$ cat src/hw/rtl/tcfe_pkg.sv
`default_nettype none

package tcfe_pkg;

   localparam int NEST_DEPTH = 8;
   localparam int CNT_W      = $clog2(NEST_DEPTH + 1);
   localparam int IDX_W      = (NEST_DEPTH > 1) ? $clog2(NEST_DEPTH) : 1;

   localparam int Q_DEPTH = 2;
   localparam int Q_PTR_W = (Q_DEPTH > 1) ? $clog2(Q_DEPTH) : 1;
   localparam int Q_CNT_W = $clog2(Q_DEPTH + 1);

   localparam logic [3:0] TYPE_LIST     = 4'd9;
   localparam logic [3:0] LIST_LONG_NIB = 4'hF;
   localparam logic [7:0] STOP_BYTE     = 8'h00;

   typedef enum logic [2:0] {
      MODE_ZZ_FIELD  = 3'd0,
      MODE_VAR_FIELD = 3'd1,
      MODE_LIST      = 3'd2,
      MODE_STRUCT    = 3'd3,
      MODE_STOP      = 3'd4,
      MODE_ZZ_ELEM   = 3'd5,
      MODE_VAR_ELEM  = 3'd6,
      MODE_RAW       = 3'd7
   } mode_type;

   // byte run of one command: lead byte, zigzag id varint, mid byte, value varint
   typedef struct packed {
      logic        err;
      logic        b0_v;
      logic [7:0]  b0;
      logic        idv_v;
      logic [15:0] idv;
      logic        b1_v;
      logic [7:0]  b1;
      logic        vr_v;
      logic [63:0] vr;
   } desc_type;

   function automatic logic [63:0] zigzag64(input logic [63:0] v);
      return {v[62:0], 1'b0} ^ {64{v[63]}};
   endfunction

   function automatic logic [15:0] zigzag16(input logic [15:0] v);
      return {v[14:0], 1'b0} ^ {16{v[15]}};
   endfunction

endpackage

`default_nettype wire

$ cat src/hw/rtl/tcfe_front.sv
`default_nettype none

module tcfe_front (
   input  wire logic              clock,
   input  wire logic              reset,
   input  wire logic              accept,
   input  wire logic [2:0]        mode,
   input  wire logic [15:0]       hdr_id,
   input  wire logic [3:0]        type_code,
   input  wire logic [63:0]       value,
   output tcfe_pkg::desc_type     desc
);
   import tcfe_pkg::*;

   logic [15:0]      last_id_ff, last_id_in;
   logic [CNT_W-1:0] cnt_ff, cnt_in;
   logic [15:0]      stack_ff [NEST_DEPTH];
   logic             push_en;
   logic [IDX_W-1:0] push_idx, pop_idx;
   logic [CNT_W-1:0] cnt_dec;
   logic [15:0]      delta;
   logic [3:0]       htype;
   mode_type         m;
   desc_type         d;

   assign m        = mode_type'(mode);
   assign cnt_dec  = cnt_ff - CNT_W'(1);
   assign push_idx = cnt_ff[IDX_W-1:0];
   assign pop_idx  = cnt_dec[IDX_W-1:0];
   assign delta    = hdr_id - last_id_ff;
   assign htype    = (m == MODE_LIST) ? TYPE_LIST : type_code;

   always_comb begin
      d          = '0;
      last_id_in = last_id_ff;
      cnt_in     = cnt_ff;
      push_en    = 1'b0;
      d.b0_v     = 1'b1;
      if (delta != 16'd0 && delta[15:4] == 12'd0) begin
         d.b0 = {delta[3:0], htype};
      end else begin
         d.b0    = {4'h0, htype};
         d.idv_v = 1'b1;
         d.idv   = zigzag16(hdr_id);
      end
      case (m)
         MODE_ZZ_FIELD: begin
            d.vr_v     = 1'b1;
            d.vr       = zigzag64(value);
            last_id_in = hdr_id;
         end
         MODE_VAR_FIELD: begin
            d.vr_v     = 1'b1;
            d.vr       = value;
            last_id_in = hdr_id;
         end
         MODE_LIST: begin
            d.b1_v     = 1'b1;
            last_id_in = hdr_id;
            if (value[63:4] == 60'd0 && value[3:0] != 4'hF) begin
               d.b1 = {value[3:0], type_code};
            end else begin
               d.b1   = {LIST_LONG_NIB, type_code};
               d.vr_v = 1'b1;
               d.vr   = value;
            end
         end
         MODE_STRUCT: begin
            last_id_in = '0;
            if (cnt_ff < CNT_W'(NEST_DEPTH)) begin
               push_en = 1'b1;
               cnt_in  = cnt_ff + CNT_W'(1);
            end else begin
               d.err = 1'b1;
            end
         end
         MODE_STOP: begin
            d.b0    = STOP_BYTE;
            d.idv_v = 1'b0;
            if (cnt_ff != '0) begin
               cnt_in     = cnt_dec;
               last_id_in = stack_ff[pop_idx];
            end else begin
               d.err = 1'b1;
            end
         end
         MODE_ZZ_ELEM: begin
            d.b0_v  = 1'b0;
            d.idv_v = 1'b0;
            d.vr_v  = 1'b1;
            d.vr    = zigzag64(value);
         end
         MODE_VAR_ELEM: begin
            d.b0_v  = 1'b0;
            d.idv_v = 1'b0;
            d.vr_v  = 1'b1;
            d.vr    = value;
         end
         default: begin
            d.b0    = value[7:0];
            d.idv_v = 1'b0;
         end
      endcase
   end

   assign desc = d;

   always_ff @(posedge clock) begin
      if (reset) begin
         last_id_ff <= '0;
         cnt_ff     <= '0;
      end else if (accept) begin
         last_id_ff <= last_id_in;
         cnt_ff     <= cnt_in;
      end
   end

   // struct begin pushes the new field id
   always_ff @(posedge clock) begin
      if (accept && push_en) begin
         stack_ff[push_idx] <= hdr_id;
      end
   end

endmodule

`default_nettype wire

$ cat src/hw/rtl/tcfe_queue.sv
`default_nettype none

module tcfe_queue (
   input  wire logic              clock,
   input  wire logic              reset,
   input  wire logic              push,
   input  wire tcfe_pkg::desc_type push_data,
   input  wire logic              pop,
   output tcfe_pkg::desc_type     pop_data,
   output logic                   full,
   output logic                   not_empty
);
   import tcfe_pkg::*;

   desc_type           mem_ff [Q_DEPTH];
   logic [Q_PTR_W-1:0] wr_ptr_ff, wr_ptr_in;
   logic [Q_PTR_W-1:0] rd_ptr_ff, rd_ptr_in;
   logic [Q_CNT_W-1:0] cnt_ff, cnt_in;

   assign full      = (cnt_ff == Q_CNT_W'(Q_DEPTH));
   assign not_empty = (cnt_ff != '0);
   assign pop_data  = mem_ff[rd_ptr_ff];

   always_comb begin
      wr_ptr_in = wr_ptr_ff;
      rd_ptr_in = rd_ptr_ff;
      cnt_in    = cnt_ff;
      if (push) begin
         wr_ptr_in = (wr_ptr_ff == Q_PTR_W'(Q_DEPTH - 1)) ? '0 : wr_ptr_ff + Q_PTR_W'(1);
      end
      if (pop) begin
         rd_ptr_in = (rd_ptr_ff == Q_PTR_W'(Q_DEPTH - 1)) ? '0 : rd_ptr_ff + Q_PTR_W'(1);
      end
      if (push && !pop) begin
         cnt_in = cnt_ff + Q_CNT_W'(1);
      end else if (pop && !push) begin
         cnt_in = cnt_ff - Q_CNT_W'(1);
      end
   end

   always_ff @(posedge clock) begin
      if (reset) begin
         wr_ptr_ff <= '0;
         rd_ptr_ff <= '0;
         cnt_ff    <= '0;
      end else begin
         wr_ptr_ff <= wr_ptr_in;
         rd_ptr_ff <= rd_ptr_in;
         cnt_ff    <= cnt_in;
      end
   end

   always_ff @(posedge clock) begin
      if (push) begin
         mem_ff[wr_ptr_ff] <= push_data;
      end
   end

endmodule

`default_nettype wire

$ cat src/hw/rtl/tcfe_back.sv
`default_nettype none

module tcfe_back (
   input  wire logic              clock,
   input  wire logic              reset,
   input  wire logic              q_valid,
   input  wire tcfe_pkg::desc_type q_data,
   output logic                   q_pop,
   output logic                   out_valid,
   input  wire logic              out_ready,
   output logic [7:0]             out_byte,
   output logic                   out_last,
   output logic                   out_err
);
   import tcfe_pkg::*;

   desc_type   cur_ff, cur_in, step;
   logic       busy, out_free, emit, is_last, load, more;
   logic [7:0] byte_sel;
   logic       valid_ff, valid_in;
   logic [7:0] byte_ff, byte_in;
   logic       last_ff, last_in;
   logic       err_ff, err_in;

   assign busy     = cur_ff.b0_v | cur_ff.idv_v | cur_ff.b1_v | cur_ff.vr_v;
   assign out_free = !valid_ff || out_ready;
   assign emit     = busy && out_free;

   always_comb begin
      step     = cur_ff;
      more     = 1'b0;
      byte_sel = '0;
      is_last  = 1'b0;
      if (cur_ff.b0_v) begin
         byte_sel  = cur_ff.b0;
         step.b0_v = 1'b0;
         is_last   = !(cur_ff.idv_v || cur_ff.b1_v || cur_ff.vr_v);
      end else if (cur_ff.idv_v) begin
         more       = |cur_ff.idv[15:7];
         byte_sel   = {more, cur_ff.idv[6:0]};
         step.idv   = {7'd0, cur_ff.idv[15:7]};
         step.idv_v = more;
         is_last    = !more && !cur_ff.b1_v && !cur_ff.vr_v;
      end else if (cur_ff.b1_v) begin
         byte_sel  = cur_ff.b1;
         step.b1_v = 1'b0;
         is_last   = !cur_ff.vr_v;
      end else begin
         more      = |cur_ff.vr[63:7];
         byte_sel  = {more, cur_ff.vr[6:0]};
         step.vr   = {7'd0, cur_ff.vr[63:7]};
         step.vr_v = more;
         is_last   = !more;
      end
   end

   // next word enters in the cycle of the previous word's final byte
   assign load  = q_valid && (!busy || (emit && is_last));
   assign q_pop = load;

   always_comb begin
      cur_in = cur_ff;
      if (load) begin
         cur_in = q_data;
      end else if (emit) begin
         cur_in = step;
      end
   end

   always_comb begin
      valid_in = valid_ff;
      byte_in  = byte_ff;
      last_in  = last_ff;
      err_in   = err_ff;
      if (out_free) begin
         valid_in = emit;
         byte_in  = byte_sel;
         last_in  = is_last;
         err_in   = cur_ff.err;
      end
   end

   always_ff @(posedge clock) begin
      if (reset) begin
         cur_ff   <= '0;
         valid_ff <= 1'b0;
      end else begin
         cur_ff   <= cur_in;
         valid_ff <= valid_in;
      end
   end

   always_ff @(posedge clock) begin
      byte_ff <= byte_in;
      last_ff <= last_in;
      err_ff  <= err_in;
   end

   assign out_valid = valid_ff;
   assign out_byte  = byte_ff;
   assign out_last  = last_ff;
   assign out_err   = err_ff;

endmodule

`default_nettype wire

$ cat src/hw/rtl/thrift_compact_field_encoder.sv
`default_nettype none

// channel   dir  tdata                                   tuser       tlast
// req_      in   [15:0] hdr_id [19:16] type_code         [2:0] mode  -
//                [83:20] value [87:84] zero
// rsp_      out  [7:0] out_byte                          [0] error   last byte of word
//
// One output byte per cycle while words are queued and rsp_ is not stalled: a command
// word gives 1 to 15 bytes, one per byte of its run, from the byte serializer in the back end.
// The front end classifies a word and updates field id and nesting state in the
// cycle it is accepted; a 2-deep queue decouples it from the serializer.
// Synchronous active-high reset clears field id, nesting depth, queue and output.
// Either side may stall; rsp_ is held in a register until taken.

module thrift_compact_field_encoder (
   input  wire logic        clock,
   input  wire logic        reset,
   input  wire logic        req_tvalid,
   output logic             req_tready,
   input  wire logic [87:0] req_tdata,   // hdr_id, type_code, value, pad
   input  wire logic [2:0]  req_tuser,   // mode
   output logic             rsp_tvalid,
   input  wire logic        rsp_tready,
   output logic [7:0]       rsp_tdata,   // out_byte
   output logic             rsp_tlast,
   output logic [0:0]       rsp_tuser    // error
);
   import tcfe_pkg::*;

   desc_type f_desc, q_data;
   logic     accept, q_full, q_valid, q_pop;

   assign req_tready = !q_full;
   assign accept     = req_tvalid && req_tready;

   tcfe_front u_front (
      .clock     (clock),
      .reset     (reset),
      .accept    (accept),
      .mode      (req_tuser),
      .hdr_id    (req_tdata[15:0]),
      .type_code (req_tdata[19:16]),
      .value     (req_tdata[83:20]),
      .desc      (f_desc)
   );

   tcfe_queue u_queue (
      .clock     (clock),
      .reset     (reset),
      .push      (accept),
      .push_data (f_desc),
      .pop       (q_pop),
      .pop_data  (q_data),
      .full      (q_full),
      .not_empty (q_valid)
   );

   tcfe_back u_back (
      .clock     (clock),
      .reset     (reset),
      .q_valid   (q_valid),
      .q_data    (q_data),
      .q_pop     (q_pop),
      .out_valid (rsp_tvalid),
      .out_ready (rsp_tready),
      .out_byte  (rsp_tdata),
      .out_last  (rsp_tlast),
      .out_err   (rsp_tuser[0])
   );

endmodule

`default_nettype wire

$ cat config.mk
export PLATFORM = sky130hd
export DESIGN_NAME = thrift_compact_field_encoder
export DESIGN_NICKNAME = d
export VERILOG_FILES = /design/src/hw/rtl/tcfe_pkg.sv /design/src/hw/rtl/tcfe_front.sv /design/src/hw/rtl/tcfe_queue.sv /design/src/hw/rtl/tcfe_back.sv /design/src/hw/rtl/thrift_compact_field_encoder.sv
export SDC_FILE = /design/constraint.sdc
export NUM_CORES = 1
export LEC_CHECK = 0
export ABC_AREA = 1
export BUFFER_PORTS_ARGS = -buffer_cell sky130_fd_sc_hd__buf_2
export CAP_MARGIN = 20
export CORE_UTILIZATION = 25
export CTS_BUF_LIST = sky130_fd_sc_hd__clkbuf_4 sky130_fd_sc_hd__clkbuf_8
export CTS_CLUSTER_DIAMETER = 50
export DETAILED_ROUTE_END_ITERATION = 10
export HOLD_SLACK_MARGIN = 0.08
export SYNTH_ARGS = -nofsm -noshare
export SYNTH_HDL_FRONTEND = slang
export SYNTH_SLANG_ARGS = --single-unit
$ cat constraint.sdc
create_clock -name clock -period 7.1 [get_ports clock]
set_input_delay 0.71 -clock clock [delete_from_list [all_inputs] [get_ports clock]]
set_output_delay 0.71 -clock clock [all_outputs]
set_load 0.1 [all_outputs]
==> run metrics, run 1 <==
row count=108; Max Fclk=260 MHz; post-DR vias/cell=4.51; CP Depth=18; overall power=9090 uW; Remaining Overflow, GRT=0; first-pass GRT wire length=88200 um; CTS tree=done; DR DRC count=0; period utilization=54.2%; final instance area=0.0251 mm2; Final nets=2493; Final Skew=0.0394 ns; outcome=completed; crit path DAT=4.35 ns; IO Pins=107; max cap viols=0; Final Hold Fails=0; final weighted congestion in routability-driven placement=0.807; area delta synth->final=15.0%; pwr/cell area=362 mW/mm2; Slew HR=29.2%; die area=0.0886 mm2; placed cell areas=0.0235 mm2; ANT nets after route=0; CTS clk-pin slew, worst paths=0.06 ns; CTS root buf=clkbuf_8; CP bufs+invs=1; register area share after synthesis=58.4%; Worst Hold Path Cells=0; synthesized flop and latch total=467; Clk Latency, worst-skew pair=0.65 ns; r2r worst-path depth=18; most frequent CP cell=nand2_1; via count=16.2k; VDD IR-drop max=0.240 mV; leak pwr=0.00941 uW; pre-CTS setup slack=3.08 ns; Routed WL=56400 um; Top delay family on crit path=simple AND/OR/NAND/NOR gates; worst-path fanout max=66; synthesized area per cell=9.49 um2; Pre-antenna DRT Iters=5; Yosys cell types=45; GRT Util Overall=12.5%; share of cells above drive strength 1=12.6%; Critical Path RT=7.60 ns; Max Root-Sink Buffers=3; max incr delay on CP=0.63 ns; Critical Path End Type=register; fin crit period=3.85 ns; post-synth net total=2419; Slew Viols, Final=0; HPWL Detailed=36100 um; PostCTS Resize Cnt=0; Crit Path Category=register to register; worst-path cell chain=nor2_1 -> nand2_1 -> nor2_1 -> nand2_1 -> nor2_1 -> nand2_1 -> nand2_1 -> nand2_1 -> nand2_2 -> nand2_1 -> nand2_2 -> buf_4 -> nand2_4 -> ha_1 -> a21oi_1 -> o21ai_0 -> o21ai_0 -> a21oi_1; Cells after Synth=2304; worst setup margin=3.25 ns; DIE HEIGHT=298 um; H-tree depth=3; Slew @ Worst Pin=1.06 ns; initial antenna violation count=19; Core Area=0.0866 mm2; die width=298 um; Post-CTS Setup Repair Bufs=0; Critical Path Start Type=register; sum of negative setup slack=0 ns; most common cell after layout, fill and taps aside=nand2_1; CTS buffer count=73; YS warnings=0; # setup viols final=0; unrepaired setup endpoints after global routing=no; WL/cell=15.7 um; Initial Util=25.2%; vias in the first global route=15.4k; I/O Buffers=102; cell area after synthesis=0.0219 mm2; Iter 0 DRT Violations=1275; Min-Delay Path Class=register to register; most frequent cells in the layout=nand2_1, edfxtp_1, nor2_1; largest net degree at the start of global routing=75; Crit-path slowest cell=nand2_4; CTS sink cnt=467; Post-CTS Hold Buffers=0
flip-flops by register name, summed over array words and instances, names as in the netlist, named ones only:
signal and count:
u_back.cur_ff 101, u_back.out_byte 8, u_back.out_err 1, u_back.out_last 1, u_back.out_valid 1, u_front.cnt_ff 4, u_front.last_id_ff 16, u_front.stack_ff 128
u_queue.cnt_ff 2, u_queue.mem_ff 202, u_queue.rd_ptr_ff 1, u_queue.wr_ptr_ff 1
logic make-up (layout without fill, tap and decap cells):
kind of cell | Yosys count | count (layout) | synth area share, %
other | 0 | 6 | 0
buffers and inverters | 266 | 398 | 4.95
xor gates and xnor gates | 87 | 87 | 3.52
AOI/OAI and AO/OA | 371 | 371 | 9.97
adders and majority gates | 20 | 20 | 1.18
DFF | 467 | 467 | 58.4
and+or+nand+nor | 1039 | 1039 | 19.5
muxes | 54 | 54 | 2.47
where the power goes:
group	total (uW)	leakage, uW	internal (uW)	switching [uW]
logic	2960	0.00437	857	2100
registers	3670	0.00422	3410	264
clock network	2460	0.000823	1380	1070
cell usage after synthesis, drive strengths merged:
cell	count	area share, %
clkbuf	90	1.5
o211ai	40	1.4
o221ai	27	1.1
fa	1	0.092
a21boi	2	0.069
nor2	203	3.5
nand3b	2	0.069
o32ai	2	0.080
nand4	16	0.49
buf	43	1.1
ha	19	1.1
nor3	6	0.14
o21a	1	0.034
o21ai	142	3.3
nand3	162	3.8
a41oi	16	0.64
or2	2	0.057
edfxtp	340	47
inv	129	2.2
xor2	21	0.84
xnor2	66	2.7
nor4	11	0.31
clkinv	4	0.092
nand2	637	11
dfxtp	127	12
a21o	1	0.034
o22ai	29	0.83
a21oi	111	2.6
mux2i	54	2.5
cell type report:
class                      count  area (um2)
antenna                        6        15.0
inverter                     133         504
clock buffer                 105        1280
sequential                   467       12800
multi-input combinational   1571        8090
clock inverter                28         299
timing repair buffer         132         738
tap                         1155        1450
fill                        9066       61500
routing by layer:
layer / track usage [%] / part of all wire, % / vias to the layer above
met1: 16.1 / 44 / 7678
li1: - / - / 8070
met5: 0 / 0.28 / -
met3: 2.68 / 5.8 / 104
met2: 20.7 / 47 / 335
met4: 4.14 / 2.2 / 26
per-stage QoR:
stage	utilization (%)	cells	hold WS (ns)
6_report	29.0	3597	0.431
5_1_grt	29.0	3596	0.412
4_1_cts	29.0	3591	0.382
3_5_place_dp	27.2	3458	0.416
3_3_place_gp	27.2	3458	0.416
2_1_floorplan	-	2304	0.409
final timing paths:
check	start	endpoint	slack (ns)
max	u_back.cur_ff[43]	u_queue.cnt_ff[1]	3.25
min	u_back.cur_ff[100]	u_back.out_err	0.43
max reg2reg	u_back.cur_ff[43]	u_queue.cnt_ff[1]	3.25
min reg2reg	u_back.cur_ff[100]	u_back.out_err	0.43
Power figures use the tool's default switching activity.
==> run 2: changes to the inputs <==
ABC_AREA = 0   (was 1)
clock period = 3.1 ns   (was 7.1 ns; I/O delays follow)
==> run 2 against run 1 <==
  * The run now ends with setup timing left
  * Clock power up 120%
  * Routed wire length is 0.79% lower
  * Worst hold slack worse by 0.31 ns
  * Sequential power increased by 140%
  * Non-clock buffer count up 156
  * Critical endpoint is now u_queue.mem_ff[0][82]
  * Largest power group unchanged
  * Register-to-register slack worse by 3.3 ns
  * Utilization rose by 2.3 points
  * Clock skew rose by 0.0082 ns
  * Largest cell class unchanged
==> run metrics, run 2 <==
most common cell after layout, fill and taps aside=edfxtp_1; DIE HEIGHT=291 um (-2.4%); Final nets=2037 (-18%); YS warnings=0 (unchanged); H-tree depth=3 (unchanged); EDFF count, synth=340 (unchanged); Slew Viols, Final=0 (unchanged); vias in the first global route=14.5k (-5.9%); die area=0.0845 mm2 (-4.7%); IO Pins=107 (unchanged); Initial Util=25.3% (+0.097 points); largest net degree at the start of global routing=72 (-4.0%); ANT nets after route=0 (unchanged); Top Registers=u_queue.mem_ff x202, u_front.stack_ff x128, u_back.cur_ff x101; worst-path fanout max=17 (-74%); HPWL Detailed=37400 um (+3.7%); hold_ws=0.120 ns (-0.311 ns); final core occ=31.3% (+2.3 points); async set-reset flop share out of synthesis=0% (unchanged); Final Hold Fails=0 (unchanged); GRT Util Overall=12.8% (+0.28 points); first-pass GRT wire length=84400 um (-4.3%); Slew HR=30.9% (+1.6 points); register area share after synthesis=61.2% (+2.9 points); initial antenna violation count=9 (-10); CTS sink cnt=467 (unchanged); synthesized flop and latch total=467 (unchanged); Crit Path Category=register to register; DR DRC count=0 (unchanged); Max Root-Sink Buffers=3 (unchanged); area delta synth->final=23.6%; cell area after synthesis=0.0208 mm2 (-4.7%); failing checks=setup timing; I/O Buffers=102 (unchanged); max reg flops=202 (unchanged); share of cells above drive strength 1=21.5% (+8.9 points); CTS buffer count=76 (+4.1%); Iter 0 DRT Violations=1193 (-6.4%); Core Area=0.0822 mm2 (-5.1%); row count=105 (-2.8%); max cap viols=0 (unchanged); top post-synthesis cells by area=edfxtp_1, dfxtp_1, mux4_2; WL/cell=18.3 um (+17%); CTS tree=done; CTS root buf=clkbuf_8; Max Fclk=319 MHz (+23%); worst setup margin=-0.0377 ns (-3.29 ns); Remaining Overflow, GRT=0 (unchanged); Main synth FF type=edfxtp_1; Synth top cells by count=edfxtp_1, nor2_1, nand2_1; Critical Path Start Type=register; final weighted congestion in routability-driven placement=0.885 (+9.6%); via count=14.9k (-8.4%); crit path DAT=3.50 ns (-0.85 ns); CTS clk-pin slew, worst paths=0.07 ns (about the same); Critical Path End Type=register; Cells after Synth=1681 (-27%); pwr/cell area=788 mW/mm2 (+120%); period utilization=101% (+47 points); Pre-antenna DRT Iters=5 (unchanged); leak pwr=0.00894 uW (-5.0%); top cell type's share of synthesized area=49.0% (+2.3 points); unrepaired setup endpoints after global routing=yes; most frequent cell after synthesis=edfxtp_1; Final Skew=0.0475 ns (+0.00816 ns); Yosys cell types=68 (+51%); post-synth net total=1796 (-26%); Slew @ Worst Pin=1.04 ns (-0.0246 ns); Synth area leader=edfxtp_1; Critical Path RT=3.47 ns (-4.13 ns); VDD IR-drop max=0.445 mV (+85%); post-DR vias/cell=4.86 (+7.9%); # setup viols final=25 (+25); Min-Delay Path Class=primary input to register; overall power=20300 uW (+120%); most frequent cells in the layout=edfxtp_1, nor2_1, nand2_1; synthesized area per cell=12.4 um2 (+31%); die width=291 um (-2.4%); outcome=finished with violations; Routed WL=56000 um (-0.79%); Clk Latency, worst-skew pair=0.67 ns (+0.02 ns); largest register by flop count=u_queue.mem_ff; fin crit period=3.14 ns (-0.710 ns)
run 2: changes by cell type in the layout (fill, tap and decap cells not counted), moves of 38 or more:
cell           previous run  this run
nand2_1                 620       130
nand3_1                 158        16
o21ai_0                 138        28
inv_1                   115        31
a211oi_1                  0        79
buf_4                    31       105
a22o_1                    0        66
nor2b_1                   0        65
dlygate4sd3_1             0        64
a21oi_1                 109        46
a311oi_1                  0        59
xor2_1                   21        68
xnor2_1                  65        20
o211ai_1                 40         2
run 2: final timing paths:
kind,slack (ns),end,start,cells after the start
worst max-delay path,-0.04,u_queue.mem_ff[0][82],u_front.last_id_ff[0],11
worst min register to register,0.46,u_back.out_err,u_back.cur_ff[100],0
worst min-delay path,0.12,u_queue.mem_ff[1][69],req_tdata[20],2
worst max register to register,-0.04,u_queue.mem_ff[0][82],u_front.last_id_ff[0],11
run 2: metal layers:
layer | wire length, um | up-vias | GRT usage, % | part of all wire, %
met4 | 1470 | 10 | 5.01 | 2.6
met5 | 52 | - | 0 | 0.093
met1 | 24800 | 7361 | 16.7 | 44
met3 | 3030 | 112 | 2.51 | 5.4
met2 | 26600 | 446 | 20.7 | 48
li1 | - | 6930 | - | -
run 2: where the power goes:
group | switching, uW | leakage [uW] | total (uW) | internal [uW]
Combinational | 3740 | 0.00389 | 6160 | 2420
Sequential | 797 | 0.00423 | 8690 | 7890
Clock | 2490 | 0.000827 | 5430 | 2950
Total | 7030 | 0.00894 | 20300 | 13300
run 2: logic make-up after synthesis:
kind of cell    after synthesis  synth area share, %
xor+xnor                     89                 3.78
flops                       467                 61.2
simple gates                494                 11.3
compound gates              369                 13.4
mux                          86                 6.06
fa+ha+maj                    20                 1.24
buf+inv                     156                 3.03
run 2: timing repair:
item / in CTS / in global routing
setup endpoints to repair: 43 / 175
hold buffers: 64 / 0
pin swaps: 5 / 2
buffers inserted: 4 / 1
hold endpoints to repair: 224 / 0
gates resized for setup: 18 / 10
run 2: critical path: stages, from the launching register on:
cell and delay (ns):
dfxtp_2 0.34, ha_4 0.17, fa_2 0.38, and2b_2 0.26, o31ai_4 0.08, a311o_1 0.34, xnor2_1 0.13, a2111o_1 0.38
nor3_4 0.29, and3_4 0.25, buf_12 0.14, nor2_1 0.07
run 2: layout make-up:
class | instances | area [um2]
clock buffer | 109 | 1320
multi-input combinational | 1058 | 7680
timing repair buffer | 288 | 2300
sequential | 467 | 12800
inverter | 31 | 116
tap | 1070 | 1340
antenna | 2 | 5.00
clock inverter | 30 | 229
fill | 8213 | 56500
run 2: through the flow:
step / setup TNS (ns) / area (um2) / worst slack [ns] / std cells
after floorplan: 0 / 20900 / 0.0132 / 1681
after global placement: -28.43 / 23300 / -0.316 / 2846
after detailed placement: -21.07 / 23300 / -0.425 / 2846
after CTS: -1.76 / 25700 / -0.0731 / 3052
after global routing: -2.68 / 25700 / -0.0881 / 3055
final: -0.533 / 25700 / -0.0377 / 3055
==> run 3: changes to the inputs <==
ABC_AREA = 1   (was 0)
==> run 3 against run 2 <==
  * The run now ends clean
  * Setup slack better by 0.33 ns
  * Clock power up 3%
  * Flip-flop and latch count unchanged
  * Largest cell class unchanged
  * Via count up 13%
  * Non-clock buffer count down 48
  * Clock-buffer cell count down 3
  * Final area up 1.9%
==> run metrics, run 3 (synthesis results as in run 1) <==
Iter 0 DRT Violations=1364 (+14%); most frequent cells in the layout=nand2_1, edfxtp_1, nor2_1; Flop pwr share=39.4% (-3.4 points); Critical R2R Launch=u_front.last_id_ff[0]; placed cell areas=0.0239 mm2 (+2.3%); Remaining Overflow, GRT=0 (unchanged); CTS clk-pin slew, worst paths=0.06 ns (about the same); die width=298 um (+2.4%); Setup crit start=req_tdata[0]; final core occ=30.3% (-1.0 points); unrepaired setup endpoints after global routing=no; GRT Util Overall=12.9% (+0.14 points); overall power=21100 uW (+4.0%); pwr/cell area=805 mW/mm2 (+2.1%); area delta synth->final=20.0%; Crit-path slowest cell=dlygate4sd3_1; Slew HR=42.3% (+11 points); DR DRC count=0 (unchanged); initial antenna violation count=9 (unchanged); fin crit period=2.80 ns (-0.334 ns); Crit Path Category=primary input to register; worst-path cell chain=dlygate4sd3_1 -> buf_2 -> inv_1 -> ha_1 -> fa_1 -> inv_1 -> nand3_1 -> nand2_1 -> nand4_1 -> nand3_1 -> xnor2_1 -> nand3_1 -> nor2_2 -> nand3_4 -> nand2_1 -> inv_1; Pre-antenna DRT Iters=5 (unchanged); most common cell after layout, fill and taps aside=nand2_1; CP Depth=16 (+5); Final Hold Fails=0 (unchanged); VDD IR-drop max=0.537 mV (+21%); DIE HEIGHT=298 um (+2.4%); Clk Latency, worst-skew pair=0.66 ns (about the same); placed cell count=3492 (+23%); Crit Reg-Reg Endpoint=u_queue.mem_ff[1][74]; Routed WL=58400 um (+4.3%); leak pwr=0.00993 uW (+11%); first-pass GRT wire length=90700 um (+7.5%); final weighted congestion in routability-driven placement=0.834 (-5.7%); I/O Buffers=102 (unchanged); row count=108 (+2.9%); Critical Path End Type=register; Top delay family on crit path=simple AND/OR/NAND/NOR gates; R2R setup slack=0.33 ns (+0.37 ns); CTS sink cnt=467 (unchanged); crit path to=u_queue.mem_ff[1][74]; final instance area=0.0262 mm2 (+1.9%); Top Registers=u_queue.mem_ff x202, u_front.stack_ff x128, u_back.cur_ff x101; WL/cell=15.8 um (-14%); max incr delay on CP=0.53 ns (+0.15 ns); Min-Delay Path Class=primary input to register; CTS root buf=clkbuf_8; Comb pwr share=34.1% (+3.7 points); via count=16.8k (+13%); Core Area=0.0866 mm2 (+5.3%); HPWL Detailed=38300 um (+2.4%); filler cell count=8873 (+8.0%); period utilization=90.4% (-11 points); CTS buffer count=72 (-5.3%); ANT nets after route=0 (unchanged); r2r worst-path depth=13 (+2); die area=0.0886 mm2 (+4.9%); P_int=13200 uW (-0.75%); # setup viols final=0 (-100%); Critical Path RT=3.51 ns (+0.04 ns); worst-path fanout max=17 (unchanged); H-tree depth=3 (unchanged); vias in the first global route=15.8k (+9.0%); max reg flops=202 (unchanged); Slew @ Worst Pin=0.866 ns (-0.172 ns); Non-Filler Instances=3701 (+21%); Max Fclk=357 MHz (+12%); post-DR vias/cell=4.54 (-6.6%); P_sw=7940 uW (+13%); CP bufs+invs=5 (+4); Clock power frac=26.5% (-0.3 points); Initial Util=25.2% (-0.097 points); crit path DAT=3.21 ns (-0.29 ns); Switching Share=37.6% (+3.0 points); Slew Viols, Final=0 (unchanged); IO Pins=107 (unchanged); Final nets=2600 (+28%); max cap viols=0 (unchanged); largest register by flop count=u_queue.mem_ff; outcome=completed; CTS tree=done; share of cells above drive strength 1=13.6% (-8.0 points); Worst Hold Path Cells=2 (unchanged); register area=0.0128 mm2 (about the same); Final Skew=0.0257 ns (-0.0218 ns); Critical Path Start Type=primary input; Max Root-Sink Buffers=3 (unchanged); largest net degree at the start of global routing=75 (+4.2%); area of the multi-input gates=0.00809 mm2 (+5.4%)
## run 3: cell types whose count changed in the layout (fill, tap and decap cells not counted), sizes merged, moves of 64 or more
cell and change:
a211oi -80, a21oi +64, a22o -66, inv +96, nand2 +507, nand3 +143, nor2b -65, o21ai +113
## run 3: metrics by stage
step                      hold slack (ns)  setup WS, ns  setup TNS [ns]
after CTS                          0.0810         0.345               0
after global placement              0.416         0.240               0
after detailed placement            0.423         0.180               0
after floorplan                     0.409        -0.322          -20.59
after global routing               0.0847         0.135               0
final                               0.115         0.297               0
## run 3: timing repair
item,in CTS,in global routing
hold buffers,73,1
hold endpoints to repair,224,1
buffers inserted,0,0
gates resized for setup,0,0
## run 3: how the worst min path moves through the flow
stage | startpoint | end
after global routing | req_tdata[10] | u_front.stack_ff[4][10]
final | req_tdata[10] | u_front.stack_ff[4][10]
after global placement | u_back.cur_ff[100] | u_back.out_err
after floorplan | u_back.cur_ff[100] | u_back.out_err
after detailed placement | u_back.cur_ff[100] | u_back.out_err
after CTS | req_tdata[71] | u_queue.mem_ff[0][51]
## run 3: worst reg2reg max path: cells and delay by family, from the launching register on
kind	cells	cell delay [ns]
xor gates and xnor gates	1	0.14
adders and majority gates	2	0.63
buffers and inverters	2	0.17
DFF	1	0.33
and+or+nand+nor	8	1.24
## run 3: final cells by class
type | instances | area share, %
flip-flops and latches | 467 | 48.7
multi-input cells | 1571 | 30.9
repair buffers | 240 | 7.00
well taps | 1155 | 5.51
clock buffers | 106 | 5.02
inverters | 133 | 1.92
clock inverters | 26 | 1.02
diodes | 3 | 0.0286
## run 3: layer usage
metal / vias up / track usage (%) / share of wire [%]
li1: 8290 / - / -
met1: 7972 / 17.0 / 45
met2: 444 / 21.4 / 48
met3: 100 / 2.33 / 5.0
met4: 12 / 4.11 / 2.0
met5: - / 0 / 0.12
## run 3: power by group through the flow
stage	Sequential [uW]	Combinational [uW]	Clock, uW
4_1_cts	8330	7240	5720
5_1_grt	8420	8090	5990
3_3_place_gp	8440	7100	0
2_1_floorplan	8720	4930	0
6_report	8310	7190	5600
3_5_place_dp	8450	7150	0
